`src/rtl/core/shape_compactness_tracker_core_assert.svh`:
```
// Assertion macros shared by the core. Each one samples on clk and is
// disabled while rst is high.
`ifndef SHAPE_COMPACTNESS_TRACKER_CORE_ASSERT_SVH
`define SHAPE_COMPACTNESS_TRACKER_CORE_ASSERT_SVH

// Consequent must hold in the same cycle as the antecedent.
`define SCT_ASSERT_NOW(name, ante, cons) \
  name: assert property (@(posedge clk) disable iff (rst) (ante) |-> (cons)) \
    else $error("shape compactness tracker assertion failed");

// Consequent must hold in the cycle after the antecedent.
`define SCT_ASSERT_NEXT(name, ante, cons) \
  name: assert property (@(posedge clk) disable iff (rst) (ante) |=> (cons)) \
    else $error("shape compactness tracker assertion failed");

`endif

```
`src/rtl/core/sct_pkg.sv`:
```
package sct_pkg;

  // Field widths.
  localparam int unsigned DataW  = 16;
  localparam int unsigned ResW   = 32;
  localparam int unsigned DblW   = DataW + 1;
  localparam int unsigned SqW    = 2 * DblW;
  localparam int unsigned AddrW  = 5;
  localparam int unsigned PDataW = 32;

  // One quotient bit per division step.
  localparam int unsigned DivSteps  = SqW;
  localparam int unsigned DivCountW = $clog2(DivSteps + 1);

  // Register reset values.
  localparam logic [DataW-1:0] StepMinReset  = 16'd90;
  localparam logic [DataW-1:0] GrowMinUReset = 16'd700;
  localparam logic [DataW-1:0] GrowMinVReset = 16'd500;

  // Register indexes on the configuration port.
  typedef enum logic [2:0] {
    REG_CENTRE_U   = 3'd0,
    REG_CENTRE_V   = 3'd1,
    REG_STEP_MIN   = 3'd2,
    REG_GROW_MIN_U = 3'd3,
    REG_GROW_MIN_V = 3'd4
  } reg_index_t;

  // Program counter and step addresses of the microprogram.
  localparam int unsigned PcW = 3;
  typedef logic [PcW-1:0] pc_t;

  localparam pc_t PcWait    = 3'd0;
  localparam pc_t PcPerim   = 3'd1;
  localparam pc_t PcDiam    = 3'd2;
  localparam pc_t PcSquare  = 3'd3;
  localparam pc_t PcDivide  = 3'd4;
  localparam pc_t PcFinish  = 3'd5;
  localparam pc_t PcRestart = 3'd6;

  // Jump conditions. When the condition holds the sequencer goes to the
  // target, otherwise it falls through to the next step.
  typedef enum logic [2:0] {
    C_NEVER    = 3'd0,
    C_ALWAYS   = 3'd1,
    C_NO_INPUT = 3'd2,
    C_DIV_MORE = 3'd3,
    C_OUT_BUSY = 3'd4
  } cond_t;

  // One control word of the microprogram.
  typedef struct packed {
    logic  take_in;
    logic  upd_perim;
    logic  upd_diam;
    logic  load_square;
    logic  div_step;
    logic  load_out;
    cond_t cond;
    pc_t   target;
  } ctrl_t;

  // Microprogram read-only table.
  function automatic ctrl_t ctrl_rom(input pc_t pc);
    ctrl_t w;
    w = '{take_in: 1'b0, upd_perim: 1'b0, upd_diam: 1'b0, load_square: 1'b0,
          div_step: 1'b0, load_out: 1'b0, cond: C_ALWAYS, target: PcWait};
    case (pc)
      PcWait: begin
        w.take_in = 1'b1;
        w.cond    = C_NO_INPUT;
        w.target  = PcWait;
      end
      PcPerim: begin
        w.upd_perim = 1'b1;
        w.cond      = C_NEVER;
      end
      PcDiam: begin
        w.upd_diam = 1'b1;
        w.cond     = C_NEVER;
      end
      PcSquare: begin
        w.load_square = 1'b1;
        w.cond        = C_NEVER;
      end
      PcDivide: begin
        w.div_step = 1'b1;
        w.cond     = C_DIV_MORE;
        w.target   = PcDivide;
      end
      PcFinish: begin
        w.load_out = 1'b1;
        w.cond     = C_OUT_BUSY;
        w.target   = PcFinish;
      end
      PcRestart: begin
        w.cond   = C_ALWAYS;
        w.target = PcWait;
      end
      default: begin
        w.cond   = C_ALWAYS;
        w.target = PcWait;
      end
    endcase
    return w;
  endfunction

  // Absolute difference of two unsigned values.
  function automatic logic [DataW-1:0] abs_diff(input logic [DataW-1:0] a,
                                                input logic [DataW-1:0] b);
    logic [DataW-1:0] d;
    d = (a > b) ? (a - b) : (b - a);
    return d;
  endfunction

endpackage

```
`src/rtl/core/shape_compactness_tracker_core.sv`:
```
// Shape compactness tracker. Each input transfer carries a step reference
// and a two-axis sample; each one yields exactly one result transfer with
// (2*perimeter)^2 / (diameter+1), saturated to all ones, plus the current
// perimeter and diameter sums and a range error flag. A short microprogram
// steps a plain datapath in order: take the transfer, update the perimeter,
// update the diameter, do the 17-by-17 squaring, run the restoring divider
// that retires one quotient bit per cycle, load the output register and
// return; a new item is taken only once the sequencer is back at the wait
// step. If the previous result is still held in the output register, the
// sequencer waits at the output load step until it is taken. Configuration
// registers sit on an APB-style port at byte addresses 0, 4, 8, 12 and 16
// and should be written only while the block is idle.
module shape_compactness_tracker_core
  import sct_pkg::*;
(
  input  logic                clk,
  input  logic                rst,

  input  logic                psel,
  input  logic                penable,
  input  logic                pwrite,
  input  logic [AddrW-1:0]    paddr,
  input  logic [PDataW-1:0]   pwdata,
  output logic [PDataW-1:0]   prdata,
  output logic                pready,

  input  logic                in_valid,
  output logic                in_ready,
  input  logic [DataW-1:0]    step_ref,
  input  logic [DataW-1:0]    sample_u,
  input  logic [DataW-1:0]    sample_v,

  output logic                out_valid,
  input  logic                out_ready,
  output logic [ResW-1:0]     compactness,
  output logic [DataW-1:0]    perimeter_total,
  output logic [DataW-1:0]    diameter_total,
  output logic                range_error
);

  // Configuration registers.
  logic [DataW-1:0] centre_u;
  logic [DataW-1:0] centre_v;
  logic [DataW-1:0] step_min;
  logic [DataW-1:0] grow_min_u;
  logic [DataW-1:0] grow_min_v;

  // Tracking state.
  logic [DataW-1:0] max_dist_u;
  logic [DataW-1:0] max_dist_v;
  logic [DataW-1:0] diameter_sum;
  logic [DataW-1:0] perimeter_sum;

  // Latched input fields.
  logic [DataW-1:0] ref_l;
  logic [DataW-1:0] su_l;
  logic [DataW-1:0] sv_l;

  // Divider registers.
  logic [SqW-1:0]       dq;
  logic [DataW-1:0]     rem;
  logic [DataW-1:0]     divisor;
  logic                 div_zero;
  logic [DivCountW-1:0] div_count;

  // Sequencer.
  pc_t   pc;
  pc_t   pc_next;
  ctrl_t word;
  logic  cond_hit;
  logic  in_fire;
  logic  out_busy;

  reg_index_t cfg_index;
  logic       cfg_write;

  // Datapath combinational values.
  logic [DataW-1:0] step_len;
  logic [DataW-1:0] du;
  logic [DataW-1:0] dv;
  logic [DataW-1:0] cand_u;
  logic [DataW-1:0] cand_v;
  logic [DataW-1:0] grow_u;
  logic [DataW-1:0] grow_v;
  logic [DblW-1:0]  dbl;
  logic [DataW:0]   rem_shift;
  logic             q_bit;
  logic             saturate;

  // Configuration port: pready stays high, writes land in the access cycle.
  assign pready    = 1'b1;
  assign cfg_index = reg_index_t'(paddr[AddrW-1:2]);
  assign cfg_write = psel && penable && pwrite && pready;

  always_ff @(posedge clk) begin
    if (rst) begin
      centre_u   <= '0;
      centre_v   <= '0;
      step_min   <= StepMinReset;
      grow_min_u <= GrowMinUReset;
      grow_min_v <= GrowMinVReset;
    end else if (cfg_write) begin
      case (cfg_index)
        REG_CENTRE_U:   centre_u   <= pwdata[DataW-1:0];
        REG_CENTRE_V:   centre_v   <= pwdata[DataW-1:0];
        REG_STEP_MIN:   step_min   <= pwdata[DataW-1:0];
        REG_GROW_MIN_U: grow_min_u <= pwdata[DataW-1:0];
        REG_GROW_MIN_V: grow_min_v <= pwdata[DataW-1:0];
        default: ;
      endcase
    end
  end

  // Register read-back, zero beyond the list.
  always_comb begin
    case (cfg_index)
      REG_CENTRE_U:   prdata = {{(PDataW-DataW){1'b0}}, centre_u};
      REG_CENTRE_V:   prdata = {{(PDataW-DataW){1'b0}}, centre_v};
      REG_STEP_MIN:   prdata = {{(PDataW-DataW){1'b0}}, step_min};
      REG_GROW_MIN_U: prdata = {{(PDataW-DataW){1'b0}}, grow_min_u};
      REG_GROW_MIN_V: prdata = {{(PDataW-DataW){1'b0}}, grow_min_v};
      default:        prdata = '0;
    endcase
  end

  // Control word fetch and jump condition.
  assign word     = ctrl_rom(pc);
  assign in_ready = word.take_in;
  assign in_fire  = in_valid && in_ready;
  assign out_busy = out_valid && !out_ready;

  always_comb begin
    case (word.cond)
      C_NEVER:    cond_hit = 1'b0;
      C_ALWAYS:   cond_hit = 1'b1;
      C_NO_INPUT: cond_hit = !in_valid;
      C_DIV_MORE: cond_hit = (div_count != DivCountW'(1));
      C_OUT_BUSY: cond_hit = out_busy;
      default:    cond_hit = 1'b0;
    endcase
    pc_next = cond_hit ? word.target : pc + pc_t'(1);
  end

  always_ff @(posedge clk) begin
    if (rst) begin
      pc <= PcWait;
    end else begin
      pc <= pc_next;
    end
  end

  // Input latch on transfer.
  always_ff @(posedge clk) begin
    if (in_fire) begin
      ref_l <= step_ref;
      su_l  <= sample_u;
      sv_l  <= sample_v;
    end
  end

  // Perimeter and diameter candidates from the latched sample.
  always_comb begin
    step_len = abs_diff(ref_l, sv_l);
    du       = abs_diff(centre_u, su_l);
    dv       = abs_diff(centre_v, sv_l);
    cand_u   = (du > max_dist_u) ? du : max_dist_u;
    cand_v   = (dv > max_dist_v) ? dv : max_dist_v;
    grow_u   = cand_u - max_dist_u;
    grow_v   = cand_v - max_dist_v;
  end

  // Tracking state updates.
  always_ff @(posedge clk) begin
    if (rst) begin
      perimeter_sum <= '0;
      max_dist_u    <= '0;
      max_dist_v    <= '0;
      diameter_sum  <= '0;
    end else begin
      if (word.upd_perim && (step_len > step_min)) begin
        perimeter_sum <= perimeter_sum + step_len;
      end
      if (word.upd_diam && ((grow_u > grow_min_u) || (grow_v > grow_min_v))) begin
        max_dist_u   <= cand_u;
        max_dist_v   <= cand_v;
        diameter_sum <= cand_u + cand_v;
      end
    end
  end

  // Restoring division step: shift in one dividend bit, subtract if it fits.
  assign dbl       = {perimeter_sum, 1'b0};
  assign rem_shift = {rem, dq[SqW-1]};
  assign q_bit     = (rem_shift >= {1'b0, divisor});

  always_ff @(posedge clk) begin
    if (rst) begin
      div_count <= '0;
    end else if (word.load_square) begin
      div_count <= DivCountW'(DivSteps);
    end else if (word.div_step) begin
      div_count <= div_count - DivCountW'(1);
    end
  end

  always_ff @(posedge clk) begin
    if (word.load_square) begin
      dq       <= dbl * dbl;
      rem      <= '0;
      divisor  <= diameter_sum + DataW'(1);
      div_zero <= (diameter_sum == '1);
    end else if (word.div_step) begin
      dq  <= {dq[SqW-2:0], q_bit};
      rem <= q_bit ? DataW'(rem_shift - {1'b0, divisor}) : rem_shift[DataW-1:0];
    end
  end

  // Output register: loaded once the previous result has been taken.
  assign saturate = div_zero || (dq[SqW-1:ResW] != '0);

  always_ff @(posedge clk) begin
    if (rst) begin
      out_valid <= 1'b0;
    end else if (word.load_out && !out_busy) begin
      out_valid <= 1'b1;
    end else if (out_ready) begin
      out_valid <= 1'b0;
    end
  end

  always_ff @(posedge clk) begin
    if (word.load_out && !out_busy) begin
      compactness     <= saturate ? '1 : dq[ResW-1:0];
      perimeter_total <= perimeter_sum;
      diameter_total  <= diameter_sum;
      range_error     <= saturate;
    end
  end

`include "shape_compactness_tracker_core_assert.svh"

  // An accepted item always moves on to the perimeter step.
  `SCT_ASSERT_NEXT(a_accept_advances, in_fire, pc == PcPerim)

  // The divider never runs with an exhausted step count.
  `SCT_ASSERT_NOW(a_div_count_live, pc == PcDivide, div_count != '0)

  // The axis maxima and diameter only change in the diameter step.
  `SCT_ASSERT_NEXT(a_max_u_stable, pc != PcDiam, $stable(max_dist_u))
  `SCT_ASSERT_NEXT(a_max_v_stable, pc != PcDiam, $stable(max_dist_v))
  `SCT_ASSERT_NEXT(a_diam_stable, pc != PcDiam, $stable(diameter_sum))

  // A flagged result always carries the saturated value.
  `SCT_ASSERT_NOW(a_error_saturates, out_valid && range_error, compactness == '1)

endmodule

```
`config.mk`:
```
export PLATFORM = sky130hd
export DESIGN_NAME = shape_compactness_tracker_core
export DESIGN_NICKNAME = d
export VERILOG_FILES = /design/src/rtl/core/sct_pkg.sv /design/src/rtl/core/shape_compactness_tracker_core.sv
export VERILOG_INCLUDE_DIRS = /design/src /design/src/rtl/core
export SDC_FILE = /design/constraint.sdc
export NUM_CORES = 2
export LEC_CHECK = 0
export BUFFER_PORTS_ARGS = -buffer_cell sky130_fd_sc_hd__buf_4
export CORE_MARGIN = 5
export CORE_UTILIZATION = 63
export CTS_CLUSTER_DIAMETER = 50
export DETAILED_ROUTE_END_ITERATION = 6
export GPL_TIMING_DRIVEN = 0
export PLACE_DENSITY = 0.82
export SETUP_SLACK_MARGIN = 0.15
export SYNTH_ARGS = -nofsm -noshare
export SYNTH_HDL_FRONTEND = slang
export SYNTH_SLANG_ARGS = --single-unit
```
`constraint.sdc`:
```
create_clock -name clk -period 11.9 [get_ports clk]
set_input_delay 0 -clock clk [delete_from_list [all_inputs] [get_ports clk]]
set_output_delay 0 -clock clk [all_outputs]
set_load 0.02 [all_outputs]
```
==> insert_results.sql <==
INSERT INTO impl_metrics (metric_group, metric, value, unit) VALUES
('run_status', 'outcome', 'complete, no violations', ''),
('worst_setup_path', 'startpoint_type', 'flop', ''),
('floorplan', 'initial_standard_cell_utilization_of_the_core', '63.9', '%'),
('cts', 'cts_resized', '0', ''),
('worst_setup_path', 'critical_path_peak_fanout', '10', ''),
('worst_setup_path', 'cp-startpoint', 'centre_v[2]', ''),
('logic_synthesis', 'seq_total_area_yosys', '27.8', '%'),
('logic_synthesis', 'ys_ff_latch', '334', ''),
('worst_setup_path', 'rr_startpoint', 'centre_v[2]', ''),
('sta', 'finalHoldViolations', '0', ''),
('sta', 'slew-limit-headroom', '19.1', '%'),
('sta', 'maxClockFrequency', '91.3', 'MHz'),
('pwr', 'pwr-share-clk', '16.2', '%'),
('floorplan', 'core.rowCount', '79', ''),
('worst_setup_path', 'setup.worst_path.class', 'reg2reg', ''),
('final_layout', 'share_of_post_route_cells_with_drive_strength_above_1', '8.92', '%'),
('logic_synthesis', 'post_synth.cell_area_avg', '8.88', 'sq um'),
('place', 'numPlacedInstances', '4145', ''),
('grt', 'wire_length_of_the_first_global_routing_pass', '130000', 'um'),
('sta', 'final.min_clock_period', '10.95', 'ns'),
('cts', 'cts_buffers', '43', ''),
('grt', 'grt_overall_usage', '30.6', '%'),
('cts', 'cts.sink_count', '334', ''),
('sta', 'fin_setup_tns', '0', 'ns'),
('worst_hold_path', 'worstHoldPathType', 'in2reg', ''),
('floorplan', 'core', '46800', 'sq um'),
('floorplan', 'die_width', '228', 'um'),
('floorplan', 'design.die.area', '51900', 'sq um'),
('cts', 'htree_levels', '2', ''),
('worst_setup_path', 'critical-path-max-stage-delay', '0.63', 'ns'),
('route', 'antenna_left', '0', ''),
('grt', 'grt_max_degree', '41', ''),
('logic_synthesis', 'synthesized_netlist_cell_count', '3365', ''),
('worst_setup_path', 'worstSetupEndpointType', 'flop', ''),
('pwr', 'power_density', '249', 'nW/um^2'),
('route', 'post_drt_wl_per_cell', '19.0', 'um'),
('logic_synthesis', 'synthFlopType', 'sky130_fd_sc_hd__dfxtp_1', ''),
('route', 'detailed_route_via_count', '25200', ''),
('pwr', 'static-leakage-power', '15.7', 'nW'),
('grt', 'grt_pass1_vias', '24800', ''),
('pwr', 'power.net_switching', '0.00401', 'W'),
('route', 'vias_per_cell', '5.86', ''),
('route', 'firstDrtPassIters', '6', ''),
('logic_synthesis', 'yosys_warnings', '0', ''),
('final_layout', 'fin_nets', '4276', ''),
('final_layout', 'finish.cell_count_without_fillers', '4294', ''),
('logic_synthesis', 'synthDistinctLibCells', '85', ''),
('final_layout', 'syn2layout_area_growth', '14.3', '%'),
('pwr', 'internal-power', '0.00451', 'W'),
('place', 'gp_congestion', '0.966', ''),
('cts', 'worst_skew_pair.late_latency', '0.59', 'ns'),
('sta', 'final_max_slew_viol_count', '0', ''),
('worst_setup_path', 'critPathRequiredTime', '12.39', 'ns'),
('worst_setup_path', 'number_of_cells_on_the_worst_reg_to_reg_path', '44', ''),
('pwr', 'power.share.switching', '47.0', '%'),
('cts', 'clkTransAtPathRegs', '0.06', 'ns'),
('route', 'drtIter0Drc', '2039', ''),
('worst_setup_path', 'timing.critical_path.arrival', '11.44', 'ns'),
('logic_synthesis', 'synth.cell_area', '29900', 'sq um'),
('sta', 'rsz_0062_raised_after_global_routing', 'false', ''),
('worst_setup_path', 'timing.critical_path.slowest_stage_cell', 'sky130_fd_sc_hd__clkbuf_1', ''),
('run', 'max_cap_violations', '0', ''),
('worst_setup_path', 'setup.worst_path.end', 'diameter_sum[15]', ''),
('cts', 'cts-root-buf', 'sky130_fd_sc_hd__clkbuf_16', ''),
('worst_setup_path', 'worst_r2r_dst', 'diameter_sum[15]', ''),
('logic_synthesis', 'synth_enable_flop_cells', '162', ''),
('final_layout', 'antenna_cells_inserted', '0', ''),
('sta', 'setup_violations', '0', ''),
('floorplan', 'pin_count', '192', ''),
('floorplan', 'floorplan.die.height', '228', 'um'),
('route', 'post_detailed_routing_wire_length', '81500', 'um');
worst min-delay path by stage:
stage	depth (start not counted)	slack, ns	endpoint	startpoint
2_1_floorplan	0	0.1	ref_l[0]	step_ref[0]
3_3_place_gp	1	0.18	sv_l[12]	sample_v[12]
3_5_place_dp	1	0.18	sv_l[14]	sample_v[14]
4_1_cts	4	0.04	pc[2]	in_valid
5_1_grt	2	0.09	su_l[4]	in_valid
6_report	3	0.04	pc[1]	in_valid
per-layer routing:
layer,vias to the layer above,part of all wire (%),GRT usage [%]
met5,-,0,0
met4,0,4.6,11.6
met3,244,8.1,5.66
met2,1112,48,52.7
met1,11800,40,38.6
li1,12000,-,-
synth_stat cells, types with 48 or more instances:
library cell | n | area [sq um]
sky130_fd_sc_hd__a21o_1 | 56 | 420
sky130_fd_sc_hd__a21oi_1 | 265 | 1330
sky130_fd_sc_hd__and2_1 | 59 | 369
sky130_fd_sc_hd__clkbuf_1 | 94 | 353
sky130_fd_sc_hd__dfxtp_1 | 172 | 3440
sky130_fd_sc_hd__edfxtp_1 | 162 | 4860
sky130_fd_sc_hd__fa_1 | 175 | 3500
sky130_fd_sc_hd__ha_1 | 357 | 4470
sky130_fd_sc_hd__inv_1 | 441 | 1660
sky130_fd_sc_hd__mux2i_1 | 96 | 961
sky130_fd_sc_hd__nand2_1 | 372 | 1400
sky130_fd_sc_hd__nand2b_1 | 48 | 300
sky130_fd_sc_hd__nor2_1 | 242 | 908
sky130_fd_sc_hd__o21ai_0 | 119 | 596
sky130_fd_sc_hd__xnor2_1 | 101 | 885
sky130_fd_sc_hd__xor2_1 | 53 | 464
worst max-delay path: cells and delay by family, from the launching register on:
| kind | cells | cell delay (ns) |
|---|---|---|
| flops | 1 | 0.46 |
| compound gates | 20 | 4.17 |
| simple gates | 10 | 1.58 |
| mux | 1 | 0.29 |
| buf+inv | 7 | 2.63 |
| fa+ha+maj | 4 | 1.31 |
| xor+xnor | 2 | 0.39 |
sequential cells by signal, indices dropped and copies added, names as in the netlist, 16 cells and up:
register,cells
max_dist_u,16
sv_l,16
max_dist_v,16
perimeter_total,16
step_min,16
dq,34
grow_min_u,16
su_l,16
centre_u,16
rem,16
diameter_sum,16
ref_l,16
grow_min_v,16
perimeter_sum,16
compactness,32
divisor,16
diameter_total,16
centre_v,16
power groups by stage:
stage	clock [W]	sequential (W)	combinational (W)
2_1_floorplan	0	0.00154	0.00415
3_3_place_gp	0	0.00163	0.00522
3_5_place_dp	0	0.00163	0.00536
4_1_cts	0.00138	0.00161	0.00545
5_1_grt	0.00144	0.00163	0.00616
6_report	0.00138	0.00161	0.00553
per-stage QoR:
step | instance area (sq um) | hold WS, ns | power (W) | setup slack [ns] | utilization, %
5_1_grt | 34200 | 0.0879 | 0.00923 | 0.276 | 73.1
3_3_place_gp | 31900 | 0.178 | 0.00685 | 1.36 | 68.2
3_5_place_dp | 32000 | 0.179 | 0.00699 | 1.27 | 68.3
6_report | 34200 | 0.0375 | 0.00852 | 0.949 | 73.1
2_1_floorplan | 30000 | 0.0989 | 0.00570 | 3.31 | -
4_1_cts | 34200 | 0.0374 | 0.00844 | 1.16 | 73.1
area by class of cell:
cell class | count | area [sq um] | area share, %
repair buffers | 227 | 1920 | 5.62
well taps | 607 | 759 | 2.22
flip-flops and latches | 334 | 8310 | 24.3
multi-input cells | 2471 | 19400 | 56.8
clock inverters | 27 | 299 | 0.875
clock buffers | 53 | 1230 | 3.59
inverters | 441 | 1660 | 4.84
plain buffers | 134 | 602 | 1.76
what timing repair did:
| action | CTS | global route |
|---|---|---|
| endpoints found under the hold margin | 131 | 0 |
| setup endpoints to repair | 0 | 0 |
| hold buffers | 69 | 0 |
| buffers inserted | 0 | 0 |
cell usage in the layout, fill, tap and decap left out, drive strengths merged, types with 19 or more instances in the layout:
master,count
o22ai,20
o21a,19
ha,357
dfxtp,172
edfxtp,162
o21ai,124
inv,453
xnor2,101
nand2b,48
dlygate4sd3,69
nand3,41
and2,59
nor2,243
mux2i,96
mux2,24
a31oi,21
buf,197
fa,175
clkbuf,148
a21o,56
a21oi,266
o21bai,32
nor3,43
nand4,28
nor2b,33
a211oi,28
nand2,372
xor2,53
logic make-up (layout without fill, tap and decap cells):
family          Yosys count  count (layout)  share of synthesized area, %
xor+xnor                155             155                          4.59
fa+ha+maj               532             532                          26.7
simple gates            954             954                          14.7
buf+inv                 575             882                          7.55
other cells               2              17                        0.0251
mux                     120             120                          4.13
flops                   334             334                          27.8
compound gates          693             693                          14.6
Note: power is estimated with default switching activity, not from simulation.
